$ cat src/design/nbf_pkg.sv
`timescale 1ns / 1ps
package nbf_pkg;

  localparam int IDX_W     = 6;
  localparam int CFG_IDX_W = 3;

  localparam logic [CFG_IDX_W-1:0] REG_COUNT = 3'd0;
  localparam logic [CFG_IDX_W-1:0] REG_GRAV  = 3'd1;
  localparam logic [CFG_IDX_W-1:0] REG_SOFT  = 3'd2;
  localparam logic [CFG_IDX_W-1:0] REG_DT    = 3'd3;
  localparam logic [CFG_IDX_W-1:0] REG_XLIM  = 3'd4;
  localparam logic [CFG_IDX_W-1:0] REG_YLIM  = 3'd5;
  localparam logic [CFG_IDX_W-1:0] REG_ZLIM  = 3'd6;

  localparam logic CMD_LOAD = 1'b0;
  localparam logic CMD_STEP = 1'b1;

  typedef struct packed {
    logic [6:0]  count;
    logic [31:0] grav;
    logic [31:0] eps;
    logic [31:0] dt;
    logic [30:0] xlim;
    logic [30:0] ylim;
    logic [30:0] zlim;
  } cfg_t;

  typedef enum logic [4:0] {
    OP_NONE,
    OP_LOAD,
    OP_RD,
    OP_CAP_I,
    OP_CAP_P,
    OP_SQ,
    OP_SQRT,
    OP_CUBE,
    OP_GM,
    OP_NUM,
    OP_DIV,
    OP_CON,
    OP_VFAC,
    OP_DP,
    OP_DV,
    OP_EMIT,
    OP_CP_WR
  } dp_op_t;

  typedef struct packed {
    dp_op_t           op;
    logic [1:0]       axis;
    logic [IDX_W-1:0] addr;
    logic             last;
  } dp_cmd_t;

  typedef struct packed {
    logic done;
    logic out_free;
  } dp_stat_t;

endpackage

$ cat src/design/nbf_ctrl.sv
`timescale 1ns / 1ps
module nbf_ctrl import nbf_pkg::*; #(
  parameter int MAX_PARTICLES = 64
) (
  input  logic       clk,
  input  logic       rst,
  input  logic       in_valid,
  input  logic       in_cmd,
  output logic       in_ready,
  input  logic [6:0] count,
  input  dp_stat_t   stat,
  output dp_cmd_t    cmd
);

  localparam int NW = $clog2(MAX_PARTICLES + 1);
  localparam logic [1:0] AX_LAST = 2'd2;

  typedef enum logic [4:0] {
    S_IDLE, S_I_RD, S_I_CAP, S_GM, S_P_CHK, S_P_RD, S_P_CAP, S_SQ, S_SQRT, S_CUBE,
    S_NUM, S_DIV, S_CON, S_VFAC, S_DP, S_DV, S_EMIT, S_CP_RD, S_CP_WR, S_WAIT
  } state_t;

  state_t        state, ret;
  logic [NW-1:0] n, i, p;
  logic [1:0]    k;
  logic [NW-1:0] n_eff;
  logic          i_last;

  assign n_eff    = (count > 7'(MAX_PARTICLES)) ? NW'(MAX_PARTICLES) : NW'(count);
  assign i_last   = (NW'(i + 1'b1) == n);
  assign in_ready = (state == S_IDLE);

  always_comb begin
    cmd.op   = OP_NONE;
    cmd.axis = k;
    cmd.addr = IDX_W'(i);
    cmd.last = i_last;
    unique case (state)
      S_IDLE:  if (in_valid && in_cmd == CMD_LOAD) cmd.op = OP_LOAD;
      S_I_RD:  cmd.op = OP_RD;
      S_I_CAP: cmd.op = OP_CAP_I;
      S_GM:    cmd.op = OP_GM;
      S_P_CHK: cmd.op = OP_NONE;
      S_P_RD: begin
        cmd.op   = OP_RD;
        cmd.addr = IDX_W'(p);
      end
      S_P_CAP: begin
        cmd.op   = OP_CAP_P;
        cmd.addr = IDX_W'(p);
      end
      S_SQ:    cmd.op = OP_SQ;
      S_SQRT:  cmd.op = OP_SQRT;
      S_CUBE:  cmd.op = OP_CUBE;
      S_NUM:   cmd.op = OP_NUM;
      S_DIV:   cmd.op = OP_DIV;
      S_CON:   cmd.op = OP_CON;
      S_VFAC:  cmd.op = OP_VFAC;
      S_DP:    cmd.op = OP_DP;
      S_DV:    cmd.op = OP_DV;
      S_EMIT:  if (stat.out_free) cmd.op = OP_EMIT;
      S_CP_RD: begin
        cmd.op   = OP_RD;
        cmd.addr = IDX_W'(p);
      end
      S_CP_WR: begin
        cmd.op   = OP_CP_WR;
        cmd.addr = IDX_W'(p);
      end
      S_WAIT:  cmd.op = OP_NONE;
      default: cmd.op = OP_NONE;
    endcase
  end

  always_ff @(posedge clk) begin
    if (rst) begin
      state <= S_IDLE;
      ret   <= S_IDLE;
      n     <= '0;
      i     <= '0;
      p     <= '0;
      k     <= '0;
    end else begin
      unique case (state)
        S_IDLE: begin
          if (in_valid && in_cmd == CMD_STEP) begin
            n <= n_eff;
            i <= '0;
            if (n_eff != '0) state <= S_I_RD;
          end
        end
        S_I_RD:  state <= S_I_CAP;
        S_I_CAP: state <= S_GM;
        S_GM: begin
          p     <= '0;
          ret   <= S_P_CHK;
          state <= S_WAIT;
        end
        S_P_CHK: begin
          if (p == n) begin
            k     <= '0;
            state <= S_VFAC;
          end else if (p == i) begin
            p <= p + 1'b1;
          end else begin
            state <= S_P_RD;
          end
        end
        S_P_RD: state <= S_P_CAP;
        S_P_CAP: begin
          k     <= '0;
          state <= S_SQ;
        end
        S_SQ: begin
          k     <= (k == AX_LAST) ? 2'd0 : k + 2'd1;
          ret   <= (k == AX_LAST) ? S_SQRT : S_SQ;
          state <= S_WAIT;
        end
        S_SQRT: begin
          ret   <= S_CUBE;
          state <= S_WAIT;
        end
        S_CUBE: begin
          ret   <= S_NUM;
          state <= S_WAIT;
        end
        S_NUM: begin
          ret   <= S_DIV;
          state <= S_WAIT;
        end
        S_DIV: begin
          ret   <= S_CON;
          state <= S_WAIT;
        end
        S_CON: begin
          k     <= (k == AX_LAST) ? 2'd0 : k + 2'd1;
          ret   <= (k == AX_LAST) ? S_P_CHK : S_CON;
          if (k == AX_LAST) p <= p + 1'b1;
          state <= S_WAIT;
        end
        S_VFAC: begin
          ret   <= S_DP;
          state <= S_WAIT;
        end
        S_DP: begin
          k     <= (k == AX_LAST) ? 2'd0 : k + 2'd1;
          ret   <= (k == AX_LAST) ? S_DV : S_DP;
          state <= S_WAIT;
        end
        S_DV: begin
          k     <= (k == AX_LAST) ? 2'd0 : k + 2'd1;
          ret   <= (k == AX_LAST) ? S_EMIT : S_DV;
          state <= S_WAIT;
        end
        S_EMIT: begin
          if (stat.out_free) begin
            i <= i + 1'b1;
            if (i_last) begin
              p     <= '0;
              state <= S_CP_RD;
            end else begin
              state <= S_I_RD;
            end
          end
        end
        S_CP_RD: state <= S_CP_WR;
        S_CP_WR: begin
          p     <= p + 1'b1;
          state <= (NW'(p + 1'b1) == n) ? S_IDLE : S_CP_RD;
        end
        S_WAIT: if (stat.done) state <= ret;
        default: state <= S_IDLE;
      endcase
    end
  end

endmodule

$ cat config.mk
export PLATFORM = sky130hd
export DESIGN_NAME = nbf_ctrl
export DESIGN_NICKNAME = d
export VERILOG_FILES = /design/src/design/nbf_pkg.sv /design/src/design/nbf_ctrl.sv
export SDC_FILE = /design/constraint.sdc
export NUM_CORES = 1
export LEC_CHECK = 0
export ABC_CLOCK_PERIOD_IN_PS = 3050
export BUFFER_PORTS_ARGS = -buffer_cell sky130_fd_sc_hd__buf_2
export CORE_MARGIN = 1.5
export CORE_UTILIZATION = 45
export CTS_CLUSTER_DIAMETER = 30
export CTS_CLUSTER_SIZE = 16
export DETAILED_ROUTE_END_ITERATION = 8
export GPL_TIMING_DRIVEN = 1
export PLACE_DENSITY = 0.74
export REMOVE_ABC_BUFFERS = 1
export SLEW_MARGIN = 40
export SYNTH_ARGS = -nofsm -noshare
export SYNTH_HDL_FRONTEND = slang
export SYNTH_SLANG_ARGS = --single-unit
$ cat constraint.sdc
create_clock -name clk -period 3.05 [get_ports clk]
set_clock_uncertainty 0.05 [all_clocks]
set_input_delay 0.1525 -clock clk [delete_from_list [all_inputs] [get_ports clk]]
set_output_delay 0.1525 -clock clk [all_outputs]
set_load 0.03 [all_outputs]
==> summary.txt <==
Synth
  • Ys Warns: 0
  • Synth Flop Type: dfxtp_1
  • Netlist cell types: 70
  • Post-synth EDFFs: 0
  • Mapped Cells: about 340
  • Mean Syn Cell Area: around 7.9 sq um
  • Flops & latches, synth: 33
  • Cell Area, Synth: between 2000 and 3000 sq um
  • FFs w/ async S/R, synth: 0%
  • Seq/Total Area, Yosys: about a quarter

Cells and area
  • Filler cell count: 570
  • Design area: between 2000 and 3000 sq um
  • Area of the multi-input gates: about 1800 sq um
  • Final Util: just under 50%
  • Commonest non-fill, non-tap cell in the layout: nor2_1
  • FF+latch area: roughly 660 sq um
  • Final #Nets: roughly 370
  • Highest-count cells in the layout ignoring fill and taps: nor2_1, dfxtp_1, a21oi_1
  • Layout cells sized above 1: 20.0%
  • Area grow syn2layout: 6.96%
  • # diodes: 0

Route
  • Initial DRT Pass Iterations: 5
  • Final WL: ~7000 microns
  • Residual DRC: 0
  • WL/cell: between 15 and 20 microns
  • Vias/cell: 6.03
  • Vias after detailed routing: 2,594
  • Starting DRT DRC Count: ~250
  • DRT antenna net count: 0

Critical path
  • Kind of start point of the critical path: flip-flop
  • Worst Setup SP: i[0]$_SDFFE_PP0P_
  • Critical path class: flip-flop to flip-flop
  • Worst path required time: between 3 and 4 ns
  • Crit end category: flip-flop
  • Crit path max-delay family: compound AO/OA/AOI/OAI gates
  • Buf/Inv on CP: 0
  • WP data arrival: around 2.7 ns
  • Worst path cell trace: nand3_1, or3_4, a2111oi_4, a21boi_2, nor3_4, a21oi_2, a221o_1
  • Critical Path Max Stage Delay: 0.49 ns
  • Crit-path slowest cell: dfxtp_1
  • Reg2reg start: i[0]$_SDFFE_PP0P_
  • CP Max Fanout: 8

Placement
  • RD Place Congestion: between 0.9 and 1
  • IO Port Bufs: 27
  • Area post-placement: approximately 2800 sq um
  • Detailed-placement wirelength estimate: roughly 5000 microns
  • Dpl ws: around 0.53 ns

Clock tree
  • Clock Path Buffers: 2
  • Worst-Skew Late Latency: between 0.2 and 0.3 ns
  • Worst-path clk slew: ~0.070 ns
  • Clk root buf: clkbuf_8
  • CTS resizes: 0
  • Clock sinks: 33
  • CTS tree: done
  • H-tree level count: 2
  • CTS buffer count: 5
  • Setup bufs post-CTS: 0
  • CTS Hold Bufs: 0

Timing
  • Fin. max-slew vios: 0
  • Setup TNS: 0 ns
  • Final hold vios: 0
  • Final period utilization: between 80% and 90%
  • Fmax: ~390 MHz
  • Slew HR: about 53%
  • Tmin final: about 2.6 ns
  • Setup slack after layout: between 0.4 and 0.5 ns
  • Slew @ Worst Pin: 0.703 ns
  • Hold_ws: 0.148 ns
  • RSZ-0062 raised after global routing: false
  • Final setup viols: 0

Hold path
  • Hold Path Class: input port to flip-flop
  • Hold_sp: stat[1]

Power and ir drop
  • Max IR drop VDD: ~180 uV
  • Total power divided by cell area: about 360 nW/um^2
  • Leakage: ~1.1 nW

Global route
  • First-pass GRT wire length: 11,400 microns
  • Total congestion overflow: 0
  • Gr usage total: 22.3%
  • Largest net degree at the start of global routing: 30
  • Initial antenna violation count: 0
  • Vias in the first global route: around 2,300

Floorplanning
  • Die X: 80.4 microns
  • Top-Level Pins: 28
  • Die ar.: between 6000 and 7000 sq um
  • Initial Utilization: a little under half
  • # rows: 28
  • Height of the die: 80.4 microns
  • Core area: 5850 sq um

Flow run
  • Max_cap viols: 0

Run status
  • Status: complete, no violations
path summary, 6_finish.rpt:
path | cells past startpoint | slack (ns) | end
hold reg to reg | 2 | 0.46 | ret[0]$_SDFFE_PP0P_
hold / removal | 3 | 0.15 | state[0]$_SDFFE_PP0P_
setup reg to reg | 7 | 0.48 | p[3]$_SDFFE_PP0P_
setup / recovery | 7 | 0.48 | p[3]$_SDFFE_PP0P_
layout make-up:
| class | count | share of cell area, % |
|---|---|---|
| clock inverters | 1 | 1.04 |
| repair buffers | 36 | 7.03 |
| multi-input cells | 272 | 62.0 |
| inverters | 6 | 0.781 |
| clock buffers | 7 | 2.99 |
| well taps | 75 | 3.26 |
| flip-flops and latches | 33 | 22.9 |
sequential cells by signal, summed over array words and instances (netlist names):
signal and count:
ret 5, i 7, state 5, k 2, n 7, p 7
cells by family (layout without fill, tap and decap cells):
logic type,count (synthesis),in the layout,share of synthesized area (%)
compound gates,93,93,24.0
xor+xnor,27,27,8.77
fa+ha+maj,2,2,0.928
buf+inv,36,50,9.19
flops,33,33,24.5
mux,8,8,3.30
simple gates,142,142,29.2
worst register-to-register path, delay by kind of cell (launching register included):
kind | cells | cell delay (ns)
compound gates | 4 | 1.05
flops | 1 | 0.49
simple gates | 3 | 0.86
cell usage after synthesis, drive strengths merged (2+ instances only):
| master | n | area [sq um] |
|---|---|---|
| o21ai | 21 | 105 |
| a2111oi | 3 | 51.3 |
| nand2 | 26 | 97.6 |
| nor2b | 2 | 12.5 |
| and2 | 3 | 18.8 |
| xor2 | 10 | 87.6 |
| o31ai | 2 | 15.0 |
| ha | 2 | 25.0 |
| nor3b | 10 | 96.3 |
| nand4b | 3 | 26.3 |
| clkbuf | 20 | 125 |
| o22ai | 2 | 12.5 |
| a221o | 4 | 40.0 |
| nor3 | 12 | 71.3 |
| a21boi | 3 | 37.5 |
| nor2 | 45 | 169 |
| o21bai | 2 | 15.0 |
| a31oi | 4 | 31.3 |
| a211oi | 2 | 15.0 |
| and3 | 8 | 55.1 |
| xnor2 | 17 | 149 |
| a211o | 3 | 26.3 |
| nand2b | 5 | 31.3 |
| buf | 10 | 100 |
| dfxtp | 33 | 661 |
| nand3 | 9 | 45.0 |
| nor4 | 2 | 12.5 |
| o32a | 3 | 31.3 |
| a32oi | 3 | 26.3 |
| mux2 | 7 | 78.8 |
| inv | 6 | 22.5 |
| or3 | 5 | 41.3 |
| a21oi | 32 | 164 |
| o211ai | 2 | 15.0 |
| nor4b | 3 | 41.3 |
| or4 | 3 | 22.5 |
per-stage QoR:
step,cells,power [mW]
after floorplan,311,0.546
final,430,1.03
after CTS,430,1.03
after global placement,422,0.598
after detailed placement,422,0.601
after global routing,430,1.07
layer usage:
metal	up-vias	global-route usage (%)	wire, microns
li1	1252	-	-
met1	1227	31.7	3200
met2	104	34.0	3170
met3	11	4.20	474
met4	0	6.55	103
met5	-	0	0
where the power goes:
part           total, mW  internal [mW]  switching, mW
Sequential         0.449          0.436         0.0127
Clock              0.440          0.267          0.173
Combinational      0.144         0.0506         0.0929
No activity file was read; power rests on OpenSTA's default activity.
